$ cat config.mk
export PLATFORM = sky130hd
export DESIGN_NAME = hid_keyboard_report_tracker
export DESIGN_NICKNAME = d
export VERILOG_FILES = /design/src/hw/rtl/hkrt_pkg.sv /design/src/hw/rtl/hkrt_ram.sv /design/src/hw/rtl/hkrt_ctrl.sv /design/src/hw/rtl/hkrt_dp.sv /design/src/hw/rtl/hid_keyboard_report_tracker.sv
export SDC_FILE = /design/constraint.sdc
export NUM_CORES = 2
export LEC_CHECK = 0
export BUFFER_PORTS_ARGS = -buffer_cell sky130_fd_sc_hd__clkbuf_2
export CORE_MARGIN = 1.5
export CORE_UTILIZATION = 40
export CTS_CLUSTER_DIAMETER = 60
export DETAILED_ROUTE_END_ITERATION = 10
export HOLD_SLACK_MARGIN = 0.1
export PLACE_DENSITY_LB_ADDON = 0.12
export SETUP_SLACK_MARGIN = 0.2
export SLEW_MARGIN = 20
export SYNTH_ARGS = -nofsm -noshare
export SYNTH_HDL_FRONTEND = slang
export SYNTH_HIERARCHICAL = 1
export SYNTH_SLANG_ARGS = --single-unit
export TNS_END_PERCENT = 5
$ cat constraint.sdc
create_clock -name clk_i -period 6.8 [get_ports clk_i]
set_input_delay 0.34 -clock clk_i [delete_from_list [all_inputs] [get_ports clk_i]]
set_output_delay 0.34 -clock clk_i [all_outputs]
set_load 0.02 [all_outputs]
$ cat src/hw/rtl/hkrt_pkg.sv
// hkrt_pkg: shared types and constants of the keyboard report tracker
// depends on nothing; imported by every module of the block but hkrt_ram
`default_nettype none

package hkrt_pkg;

  // report ring size and index width
  localparam int unsigned QUEUE_DEPTH = 16;
  localparam int unsigned QIDX_W      = $clog2(QUEUE_DEPTH);

  // key slots and modifier bits in one report
  localparam int unsigned NUM_KEYS = 6;
  localparam int unsigned NUM_MODS = 8;

  localparam logic [7:0] COUNT_MAX  = 8'd255;
  localparam logic [7:0] LEFT_SHIFT = 8'h02;

  // action codes of an input transfer
  typedef enum logic [2:0] {
    ACT_KEY_PRESS   = 3'd0,
    ACT_KEY_RELEASE = 3'd1,
    ACT_MOD_PRESS   = 3'd2,
    ACT_MOD_RELEASE = 3'd3,
    ACT_RELEASE_ALL = 3'd4,
    ACT_TYPE_ONCE   = 3'd5,
    ACT_POLL        = 3'd6
  } action_e;

  typedef struct packed {
    action_e    action;
    logic [7:0] key_code;
    logic       needs_shift;
    logic [2:0] modifier_index;
  } item_t;

  typedef struct packed {
    logic       accepted;
    logic       report_valid;
    logic [7:0] report_modifiers;
    logic [7:0] report_key0;
    logic [7:0] report_key1;
    logic [7:0] report_key2;
    logic [7:0] report_key3;
    logic [7:0] report_key4;
    logic [7:0] report_key5;
    logic       report_lost;
  } res_t;

  // one ring entry: modifiers, six keys, one-shot mark
  typedef struct packed {
    logic [7:0]                   mods;
    logic [NUM_KEYS-1:0][7:0]     keys;
    logic                         one_shot;
  } entry_t;

  localparam int unsigned ENTRY_W = $bits(entry_t);

  // controller states
  typedef enum logic {
    ST_IDLE = 1'b0,
    ST_EXEC = 1'b1
  } state_e;

  // controller to datapath commands
  typedef struct packed {
    logic load;
    logic exec;
  } ctrl_cmd_t;

endpackage

`default_nettype wire

$ cat src/hw/rtl/hkrt_ram.sv
// hkrt_ram: generic single-write, single-read RAM with registered read data
// depends on nothing
`default_nettype none

module hkrt_ram #(
  parameter int unsigned WIDTH = 8,
  parameter int unsigned DEPTH = 16,
  localparam int unsigned AW   = $clog2(DEPTH)
) (
  input  wire logic             clk_i,
  input  wire logic             we_i,
  input  wire logic [AW-1:0]    waddr_i,
  input  wire logic [WIDTH-1:0] wdata_i,
  input  wire logic [AW-1:0]    raddr_i,
  output logic      [WIDTH-1:0] rdata_o
);

  logic [WIDTH-1:0] mem_q [DEPTH];
  logic [WIDTH-1:0] rdata_q;

  // write port
  always_ff @(posedge clk_i) begin
    if (we_i) begin
      mem_q[waddr_i] <= wdata_i;
    end
  end

  // registered read port
  always_ff @(posedge clk_i) begin
    rdata_q <= mem_q[raddr_i];
  end

  assign rdata_o = rdata_q;

endmodule

`default_nettype wire

$ cat src/hw/rtl/hkrt_ctrl.sv
// hkrt_ctrl: controller state machine, sequences capture and execute of a transfer
// depends on hkrt_pkg
`default_nettype none

module hkrt_ctrl (
  input  wire logic               clk_i,
  input  wire logic               rst_ni,
  input  wire logic               start_i,
  output logic                    busy_o,
  output logic                    done_o,
  output hkrt_pkg::ctrl_cmd_t     cmd_o
);

  import hkrt_pkg::*;

  state_e state_q, state_d;
  logic   done_q, done_d;

  // state and strobe registers
  always_ff @(posedge clk_i or negedge rst_ni) begin
    if (!rst_ni) begin
      state_q <= ST_IDLE;
      done_q  <= 1'b0;
    end else begin
      state_q <= state_d;
      done_q  <= done_d;
    end
  end

  // next state and commands
  always_comb begin
    state_d   = state_q;
    cmd_o     = '0;
    busy_o    = 1'b0;
    done_d    = 1'b0;
    unique case (state_q)
      ST_IDLE: begin
        if (start_i) begin
          cmd_o.load = 1'b1;
          state_d    = ST_EXEC;
        end
      end
      ST_EXEC: begin
        busy_o     = 1'b1;
        cmd_o.exec = 1'b1;
        done_d     = 1'b1;
        state_d    = ST_IDLE;
      end
      default: begin
        state_d = ST_IDLE;
      end
    endcase
  end

  assign done_o = done_q;

endmodule

`default_nettype wire

$ cat src/hw/rtl/hkrt_dp.sv
// hkrt_dp: datapath with key slots, reference counts, ring pointers and result register
// depends on hkrt_pkg; drives the ports of the report ring RAM
`default_nettype none

module hkrt_dp (
  input  wire logic                          clk_i,
  input  wire logic                          rst_ni,
  input  wire hkrt_pkg::ctrl_cmd_t           cmd_i,
  input  wire hkrt_pkg::item_t               item_i,
  output logic                               ram_we_o,
  output logic      [hkrt_pkg::QIDX_W-1:0]   ram_waddr_o,
  output hkrt_pkg::entry_t                   ram_wdata_o,
  output logic      [hkrt_pkg::QIDX_W-1:0]   ram_raddr_o,
  input  wire hkrt_pkg::entry_t              ram_rdata_i,
  output hkrt_pkg::res_t                     result_o
);

  import hkrt_pkg::*;

  // captured transfer and result
  item_t item_q;
  res_t  res_q, res_d;

  // tracker state
  logic [NUM_KEYS-1:0][7:0] held_q, held_d;
  logic [NUM_KEYS-1:0][7:0] kcnt_q, kcnt_d;
  logic [NUM_MODS-1:0][7:0] mcnt_q, mcnt_d;
  logic [7:0]               shift_cnt_q, shift_cnt_d;
  logic [QIDX_W-1:0]        head_q, head_d;
  logic [QIDX_W-1:0]        tail_q, tail_d;
  logic                     rel_pend_q, rel_pend_d;
  logic                     last_os_q, last_os_d;

  // slot search
  logic [NUM_KEYS-1:0] hit_sel, emp_sel;
  logic                hit_any, emp_any;

  // ring helpers
  logic [QIDX_W-1:0] head_next, head_last;
  logic              ring_full;

  // enqueue request
  logic       push, push_os, lost;
  logic [7:0] state_mods;
  entry_t     new_entry;

  // payload capture
  always_ff @(posedge clk_i) begin
    if (cmd_i.load) begin
      item_q <= item_i;
    end
    if (cmd_i.exec) begin
      res_q <= res_d;
    end
  end

  // control state
  always_ff @(posedge clk_i or negedge rst_ni) begin
    if (!rst_ni) begin
      held_q      <= '0;
      kcnt_q      <= '0;
      mcnt_q      <= '0;
      shift_cnt_q <= '0;
      head_q      <= '0;
      tail_q      <= '0;
      rel_pend_q  <= 1'b0;
      last_os_q   <= 1'b0;
    end else begin
      held_q      <= held_d;
      kcnt_q      <= kcnt_d;
      mcnt_q      <= mcnt_d;
      shift_cnt_q <= shift_cnt_d;
      head_q      <= head_d;
      tail_q      <= tail_d;
      rel_pend_q  <= rel_pend_d;
      last_os_q   <= last_os_d;
    end
  end

  // first matching slot and first empty slot
  always_comb begin
    hit_sel = '0;
    emp_sel = '0;
    hit_any = 1'b0;
    emp_any = 1'b0;
    for (int i = 0; i < NUM_KEYS; i++) begin
      if (!hit_any && held_q[i] == item_q.key_code) begin
        hit_sel[i] = 1'b1;
        hit_any    = 1'b1;
      end
      if (!emp_any && held_q[i] == 8'd0) begin
        emp_sel[i] = 1'b1;
        emp_any    = 1'b1;
      end
    end
  end

  // ring pointer arithmetic
  assign head_next = (head_q == QIDX_W'(QUEUE_DEPTH - 1)) ? '0 : head_q + 1'b1;
  assign head_last = (head_q == '0) ? QIDX_W'(QUEUE_DEPTH - 1) : head_q - 1'b1;
  assign ring_full = (head_next == tail_q);

  // read the entry at the tail every cycle; data is ready during execute
  assign ram_raddr_o = tail_q;

  // action execution
  always_comb begin
    held_d      = held_q;
    kcnt_d      = kcnt_q;
    mcnt_d      = mcnt_q;
    shift_cnt_d = shift_cnt_q;
    head_d      = head_q;
    tail_d      = tail_q;
    rel_pend_d  = rel_pend_q;
    last_os_d   = last_os_q;
    res_d       = '0;
    push        = 1'b0;
    push_os     = 1'b0;
    lost        = 1'b0;
    state_mods  = '0;
    new_entry   = '0;
    ram_we_o    = 1'b0;
    ram_waddr_o = head_q;

    if (cmd_i.exec) begin
      unique case (item_q.action)
        ACT_KEY_PRESS: begin
          if (item_q.key_code != 8'd0 && (hit_any || emp_any)) begin
            for (int i = 0; i < NUM_KEYS; i++) begin
              if (hit_any) begin
                if (hit_sel[i] && kcnt_q[i] != COUNT_MAX) begin
                  kcnt_d[i] = kcnt_q[i] + 8'd1;
                end
              end else if (emp_sel[i]) begin
                held_d[i] = item_q.key_code;
                kcnt_d[i] = 8'd1;
              end
            end
            if (item_q.needs_shift && shift_cnt_q != COUNT_MAX) begin
              shift_cnt_d = shift_cnt_q + 8'd1;
            end
            push           = 1'b1;
            res_d.accepted = 1'b1;
          end
        end
        ACT_KEY_RELEASE: begin
          if (item_q.key_code != 8'd0 && hit_any) begin
            for (int i = 0; i < NUM_KEYS; i++) begin
              if (hit_sel[i]) begin
                if (kcnt_q[i] > 8'd1) begin
                  kcnt_d[i] = kcnt_q[i] - 8'd1;
                end else begin
                  kcnt_d[i] = 8'd0;
                  held_d[i] = 8'd0;
                end
              end
            end
            if (item_q.needs_shift && shift_cnt_q != 8'd0) begin
              shift_cnt_d = shift_cnt_q - 8'd1;
            end
            push           = 1'b1;
            res_d.accepted = 1'b1;
          end
        end
        ACT_MOD_PRESS: begin
          if (mcnt_q[item_q.modifier_index] != COUNT_MAX) begin
            mcnt_d[item_q.modifier_index] = mcnt_q[item_q.modifier_index] + 8'd1;
          end
          push           = 1'b1;
          res_d.accepted = 1'b1;
        end
        ACT_MOD_RELEASE: begin
          if (mcnt_q[item_q.modifier_index] != 8'd0) begin
            mcnt_d[item_q.modifier_index] = mcnt_q[item_q.modifier_index] - 8'd1;
          end
          push           = 1'b1;
          res_d.accepted = 1'b1;
        end
        ACT_RELEASE_ALL: begin
          held_d         = '0;
          kcnt_d         = '0;
          mcnt_d         = '0;
          shift_cnt_d    = '0;
          push           = 1'b1;
          res_d.accepted = 1'b1;
        end
        ACT_TYPE_ONCE: begin
          if (item_q.key_code != 8'd0) begin
            push           = 1'b1;
            push_os        = 1'b1;
            res_d.accepted = 1'b1;
          end
        end
        ACT_POLL: begin
          if (head_q != tail_q) begin
            res_d.report_valid = 1'b1;
            if (rel_pend_q) begin
              // release half of a one-shot: all-zero report
              rel_pend_d = 1'b0;
              tail_d     = (tail_q == QIDX_W'(QUEUE_DEPTH - 1)) ? '0 : tail_q + 1'b1;
            end else begin
              res_d.report_modifiers = ram_rdata_i.mods;
              res_d.report_key0      = ram_rdata_i.keys[0];
              res_d.report_key1      = ram_rdata_i.keys[1];
              res_d.report_key2      = ram_rdata_i.keys[2];
              res_d.report_key3      = ram_rdata_i.keys[3];
              res_d.report_key4      = ram_rdata_i.keys[4];
              res_d.report_key5      = ram_rdata_i.keys[5];
              if (ram_rdata_i.one_shot) begin
                rel_pend_d = 1'b1;
              end else begin
                tail_d = (tail_q == QIDX_W'(QUEUE_DEPTH - 1)) ? '0 : tail_q + 1'b1;
              end
            end
          end
        end
        default: begin
          // unused code: no effect
        end
      endcase

      // report of the updated state
      for (int i = 0; i < NUM_MODS; i++) begin
        state_mods[i] = (mcnt_d[i] != 8'd0);
      end
      if (shift_cnt_d != 8'd0) begin
        state_mods = state_mods | LEFT_SHIFT;
      end

      if (push_os) begin
        new_entry.mods     = item_q.needs_shift ? LEFT_SHIFT : 8'd0;
        new_entry.keys[0]  = item_q.key_code;
        new_entry.one_shot = 1'b1;
      end else begin
        new_entry.mods     = state_mods;
        new_entry.keys     = held_d;
        new_entry.one_shot = 1'b0;
      end

      // enqueue, merge into the newest state entry, or drop
      if (push) begin
        if (ring_full) begin
          if (!push_os && !last_os_q) begin
            ram_we_o    = 1'b1;
            ram_waddr_o = head_last;
          end else begin
            lost = 1'b1;
          end
        end else begin
          ram_we_o  = 1'b1;
          head_d    = head_next;
          last_os_d = push_os;
        end
      end
      res_d.report_lost = lost;
    end
  end

  assign ram_wdata_o = new_entry;
  assign result_o    = res_q;

endmodule

`default_nettype wire

$ cat src/hw/rtl/hid_keyboard_report_tracker.sv
// hid_keyboard_report_tracker: top level, joins controller, datapath and report ring
// depends on hkrt_pkg, hkrt_ctrl, hkrt_dp, hkrt_ram
//
//   channel  | handshake          | payload
//   ---------+--------------------+---------------------------
//   input    | start_i / busy_o   | item_i   (hkrt_pkg::item_t)
//   result   | done_o (strobe)    | result_o (hkrt_pkg::res_t)
//
// Each transfer is captured, then executed in ST_EXEC, which updates the counts and
// writes the ring; the result strobes in the cycle after execute.
// The ring RAM is read at the tail while a transfer is captured, so a poll has its
// entry in the execute cycle; one write and one read port are enough.
// Reset clears counts, key slots and ring pointers at once; ring contents are not cleared.
// The receiver cannot stall: done_o is high for exactly one cycle per transfer.
`default_nettype none

module hid_keyboard_report_tracker (
  input  wire logic             clk_i,
  input  wire logic             rst_ni,
  input  wire logic             start_i,
  output logic                  busy_o,
  input  wire hkrt_pkg::item_t  item_i,
  output logic                  done_o,
  output hkrt_pkg::res_t        result_o
);

  import hkrt_pkg::*;

  ctrl_cmd_t         cmd;
  logic              ram_we;
  logic [QIDX_W-1:0] ram_waddr, ram_raddr;
  entry_t            ram_wdata, ram_rdata;

  // controller
  hkrt_ctrl u_ctrl (
    .clk_i   (clk_i),
    .rst_ni  (rst_ni),
    .start_i (start_i),
    .busy_o  (busy_o),
    .done_o  (done_o),
    .cmd_o   (cmd)
  );

  // datapath
  hkrt_dp u_dp (
    .clk_i       (clk_i),
    .rst_ni      (rst_ni),
    .cmd_i       (cmd),
    .item_i      (item_i),
    .ram_we_o    (ram_we),
    .ram_waddr_o (ram_waddr),
    .ram_wdata_o (ram_wdata),
    .ram_raddr_o (ram_raddr),
    .ram_rdata_i (ram_rdata),
    .result_o    (result_o)
  );

  // report ring
  hkrt_ram #(
    .WIDTH (ENTRY_W),
    .DEPTH (QUEUE_DEPTH)
  ) u_ring (
    .clk_i   (clk_i),
    .we_i    (ram_we),
    .waddr_i (ram_waddr),
    .wdata_i (ram_wdata),
    .raddr_i (ram_raddr),
    .rdata_o (ram_rdata)
  );

`ifndef SYNTH
  // an accepted transfer makes the block busy next cycle
  a_accept_busy: assert property (@(posedge clk_i) disable iff (!rst_ni)
    (start_i && !busy_o) |=> busy_o)
    else $error("transfer accepted without execute cycle");

  // execute is always followed in the next cycle by the result strobe, with busy low again
  a_exec_done: assert property (@(posedge clk_i) disable iff (!rst_ni)
    busy_o |=> (done_o && !busy_o))
    else $error("execute not followed by result");

  // a poll never reports a key action as taken
  a_poll_not_acc: assert property (@(posedge clk_i) disable iff (!rst_ni)
    (done_o && result_o.report_valid) |-> !result_o.accepted)
    else $error("poll result marked accepted");

  // only an action that took effect can lose its report
  a_lost_acc: assert property (@(posedge clk_i) disable iff (!rst_ni)
    (done_o && result_o.report_lost) |-> result_o.accepted)
    else $error("report lost on an ignored action");
`endif

endmodule

`default_nettype wire

# --- Word-level counts from Yosys, hierarchy flattened ---
# Memory sizes are Yosys's and may differ from the RTL's. A register that Yosys moved wholly into a read port is not among the register bits.
# Index checks and enable logic that the tools add are counted.
# W data, S select, Z words.
word_totals:
  mem_bits_rw: 912
  inputBits: 18
  regBits: 254
  word_cells: 321
  n_memories: 1
mem_list:
  columns: ["name", "words", "width", "rd", "rd_clocked_by_memory_dff", "write_ports", "line_no", "rtl"]
  rows:
  - ["u_ring.mem_q", 16, 57, 1, 1, 1, "hkrt_ram.sv:18", "logic [WIDTH-1:0] mem_q [DEPTH];"]
classes:
  bitwise: 4
  n_lt_le_gt_ge: 8
  addsub: 19
  muxes: 135
  n_reduce_logical: 68
  eq_ne: 45
ops:
  columns: ["cell", "n"]
  rows:
  - ["$mux W8", 62]
  - ["$pmux W48 S3", 2]
  - ["$mux W48", 4]
  - ["$mux W64", 3]
  - ["$pmux W64 S3", 1]
  - ["$bwmux W64", 2]
  - ["$mux W57", 2]
  - ["$reduce_bool A8 Y1", 12]
  - ["$add A8 B1 Y8 const B", 8]
  - ["$ne A8 B8 Y1 const B", 8]
  - ["$sub A8 B1 Y8 const B", 8]
  - ["$mux W56", 1]
  - ["$eq A8 B8 Y1", 6]
  - ["$gt A8 B1 Y1 const B", 6]
  - ["$logic_not A8 Y1", 6]
  - ["$reduce_and A7 Y1", 6]
  - ["$mux W1", 40]
  - ["$mux W40", 1]
  - ["$mux W4", 9]
  - ["$bmux W8 S3", 1]
  - ["$demux W8 S3", 1]
  - ["$pmux W8 S3", 1]
  - ["$logic_and A1 B1 Y1", 22]
  - ["$ne A3 B1 Y1 const B", 6]
  - ["27 further kinds", 61]

# --- Longest topological paths before layout ---
logic_depth:
  word_depth: 26
  ltp_mapped: 16
  mapped_depth_nobuf: 13

# --- Modules after synthesis ---
# Netlist, hierarchy kept.
modules_own_cells:
  columns: ["mod", "cells_per_inst", "n_inst", "area_per_inst_um2"]
  rows:
  - ["hkrt_ram", 1470, 1, 35252.6]
  - ["hkrt_dp", 1782, 1, 15887.7]
  - ["hkrt_ctrl", 5, 1, 78.8]

# --- Least setup slack after synthesis ---
# Ideal clock, no wire load.
synth_timing:
  path_type: "register to register"
  startpoint: "register u_dp/item_q[5] in the netlist's numbering"
  endpoint: "memory u_ring/mem_q[0][0] in the netlist's numbering, enable pin"
  n_path_buf: 2
  setup_time_ns: 0.542
  arrival_time_ns: 6.707
  period_less_slack_ns: 7.249
  slack_ns: -0.449
  required_ns: 6.258
  path_stages_with_launch: 14
  cell_sequence: "edfxtp_1 buf_4 xor2_1 nor4_1 and2_1 or3_1 buf_2 o31ai_1 a31oi_1 nand2_1 nor2_1 a31oi_1 or3b_2 nor3_1"
synth_lines:
  columns: ["item", "line_no", "rtl"]
  rows:
  - ["from (decl)", "hkrt_dp.sv:21", "item_t item_q;"]
  - ["from (signal assigned)", "hkrt_dp.sv:50", "item_q <= item_i;"]
  - ["to (decl)", "hkrt_ram.sv:18", null]

==> summary.md <==
| Metric | Value |
|---|---|
| Cell repeated most along the worst path | nand2_1 |
| Clk pwr share | 0.351 |
| Worst Skew | 0.0271 ns |
| Top FF cell, synth | edfxtp_1 |
| GRT Util Overall | 0.212 |
| Worst EP required | 7.18 ns |
| Global route total overflow | 0 |
| Gate power share | 0.215 |
| Total CTS buffers | 142 |
| Startpoint types | flop |
| Clk pin slew, worst setup/hold paths | 0.05 ns |
| Final ANT Viol Nets | 0 |
| Vias in the first global route | 31,000 |
| CP cell instances | xor2_1 -> nor4_1 -> nand2_1 -> nand3_1 -> o31ai_1 -> a31oi_1 -> nand2_1 -> nor2_1 -> mux2i_1 -> nand2_1 -> nor2_4 -> buf_4 |
| Critical path's largest stage delay | 1.03 ns |
| Status | completed |
| Die height | 361 um |
| Synth cell count leaders | 986 x edfxtp_1, 238 x nor2_1, 236 x mux4_2 |
| DRT Pass-1 Iters | 6 |
| Drt via density | 5.88 |
| Worst EP arrival | 6.03 ns |
| Ys async rst share | 0.147 |
| Die area | 130,000 sq um |
| Final hold viol count | 0 |
| Synthesized instance count | 3,257 |
| Slowest-stage cell, CP | edfxtp_1 |
| FP Rows | 131 |
| Min-delay worst type | input pin to flop |
| First-pass GRT wire length | 206,000 um |
| Die Width | 361 um |
| Synthesized area per cell | 15.7 sq um |
| Worst Setup End Kind | flop |
| # port buffers | 78 |
| Placed cell count | 4,889 |
| Root Driver | clkbuf_16 |
| Hold WS | 0.284 ns |
| Max IR drop VDD | 0.292 mV |
| DP HPWL | 81,800 um |
| Net Count, Synth | 3,302 |
| Post-synth EDFFs | 986 |
| Share of the yosys chip area belonging to registers | 0.688 |
| Ports | 79 |
| Register bit count reported by yosys | 1,223 |
| Largest net degree at the start of global routing | 145 |
| Area Overhead vs Synth | 14.9% |
| Cell with the most instances after synthesis | edfxtp_1 |
| CTS tree | built |
| CTS Buffer Depth | 3 |
| CORE AREA | 127,000 sq um |
| MaxCap Viol Count | 0 |
| Setup Viol. Count Final | 0 |
| Slew @ Worst Pin | 1.11 ns |
| Skew-Pair Late Insertion Delay | 0.77 ns |
| Initial antenna violation count | 4 |
| Clk sinks | 1,223 |
| Final WL | 138,000 um |
| Avg WL per Cell | 26.6 um |
| Psw | 0.00632 W |
| Initial cell density of the core | 0.402 |
| Fin. max-slew vios | 0 |
| CP Class | flop to flop |
| RD Place Congestion | 0.909 |
| Sw Share | 0.290 |
| DRC viols | 0 |
| Leading area contributor after synthesis | edfxtp_1 |
| Finished Layout Cells | 5,173 |
| Synth top area share | 0.578 |
| Mapped cell area | 51,200 sq um |
| Netlist cell types | 86 |
| Max transition margin | 0.262 |
| Ranking of synthesized cells by area | edfxtp_1 58%, mux4_2 10%, dfrtp_1 8.8% |
| P_leak | 19.4 nW |
| Vias | 30,400 |
| Critical path peak fanout | 38 |
| RSZ-0062 raised after global routing | false |
| Warnings from Yosys | 6 |
| Htree depth | 4 |
| PwrDens | 370 nW/um^2 |
| Tcrit/Tclk final | 0.832 |
| P_int | 0.0154 W |
| Flop pwr share | 0.435 |
| Highest clock rate | 177 MHz |
| Layout cells sized above 1 | 0.201 |
| Initial DRC Count | 2,652 |
| Nets@finish | 3,435 |
| Period minus WS final | 5.65 ns |
registers in the layout (all words and copies together), names as in the netlist:
signal            flops
u_dp/head_q           4
u_dp/held_q          48
u_dp/shift_cnt_q      8
u_dp/item_q          15
u_dp/last_os_q        1
u_dp/result_o        59
u_ctrl/done_o         1
u_dp/mcnt_q          64
u_ring/mem_q        912
u_ctrl/state_q        1
u_dp/rel_pend_q       1
u_dp/ram_raddr_o      4
u_dp/kcnt_q          48
u_ring/rdata_o       57
critical path, delay by kind of cell, from the launching register on:
kind            cells  cell delay [ns]
simple gates        7             2.13
flops               1             1.03
mux                 1             0.74
buf+inv             1             0.65
compound gates      2             0.49
xor+xnor            1             0.14
cells in the final DEF (no fill, tap or decap), types with 15 or more instances in the layout:
cell type,Yosys,final
dfrtp_1,180,177
ha_1,27,27
clkbuf_8,0,16
nand2_1,191,190
a22o_1,36,36
nand4_1,15,15
nand3_1,48,48
clkbuf_2,0,77
nand2b_1,15,15
nor2_1,238,205
mux4_2,236,236
nor2_2,0,20
and3_1,19,19
dfxtp_1,57,57
a21oi_1,146,146
inv_1,37,37
o22ai_1,26,25
and2_1,66,65
edfxtp_1,986,986
o31ai_1,45,45
dlygate4sd3_1,0,18
nor4_1,25,24
or4_1,16,16
o21ai_0,122,121
a22oi_1,174,174
nor3_1,45,39
clkinv_1,2,16
clkinv_2,0,18
buf_4,32,63
mux2_2,16,16
xor2_1,45,45
mux2i_1,15,15
a31oi_1,22,21
clkbuf_1,114,38
clkbuf_16,0,146
xnor2_1,30,30
buf_12,0,21
through the flow:
step                setup WS, ns  area (sq um)  utilization  total power, W  TNS [ns]
floorplan                 -0.259         51200            -          0.0128    -43.33
global placement            1.38         53900        0.423          0.0143         0
detailed placement          1.25         53900        0.423          0.0143         0
CTS                         1.19         58800        0.462          0.0220         0
global route               0.798         58900        0.462          0.0227         0
finish                      1.15         58900        0.462          0.0218         0
cell families after synthesis:
kind of cell / share of synthesized area
muxes: 0.111
AOI/OAI and AO/OA: 0.0920
xor gates and xnor gates: 0.0128
buffers and inverters: 0.0207
adders and majority gates: 0.00660
and+or+nand+nor: 0.0686
DFF: 0.688
routing by layer:
metal	wire length [um]	vias to the layer above	track usage
li1	-	13200	-
met5	0	-	0
met1	60700	16000	0.293
met2	66600	955	0.345
met4	3470	0	0.0619
met3	6830	220	0.0338
layout make-up:
| class | instances | area, sq um |
|---|---|---|
| Tap cell | 1662 | 2080 |
| Multi-Input combinational cell | 1802 | 15100 |
| Timing Repair Buffer | 181 | 1500 |
| Fill cell | 11000 | 68500 |
| Antenna cell | 1 | 2.50 |
| Sequential cell | 1223 | 35300 |
| Clock inverter | 65 | 728 |
| Inverter | 40 | 150 |
| Clock buffer | 199 | 4000 |
final timing paths:
path	startpoint	end	slack, ns	cells past startpoint
worst max-delay path	u_dp/item_q[7]	u_ring/mem_q[15][35]	1.15	12
worst min-delay path	item_i[2]	u_dp/item_q[2]	0.28	2
worst max register to register	u_dp/item_q[7]	u_ring/mem_q[15][35]	1.15	12
worst min register to register	u_ring/rdata_o[32]	u_dp/result_o[24]	0.50	1
max in group asynchronous	rst_ni	u_dp/ram_raddr_o[1]	5.11	4
min in group asynchronous	rst_ni	u_dp/mcnt_q[21]	0.51	3
power groups by stage:
stage          Clock (W)  Combinational (W)  Sequential, W
2_1_floorplan          0            0.00343        0.00939
3_5_place_dp           0            0.00471        0.00960
6_report         0.00763            0.00467        0.00946
5_1_grt          0.00810            0.00509        0.00953
4_1_cts          0.00783            0.00474        0.00945
3_3_place_gp           0            0.00467        0.00958
repair_timing:
action	in CTS	in global routing
endpoints found under the hold margin	87	0
gates resized for setup	0	0
hold buffers	19	0
buffers inserted	0	0
(Power assumes the default switching activity.)
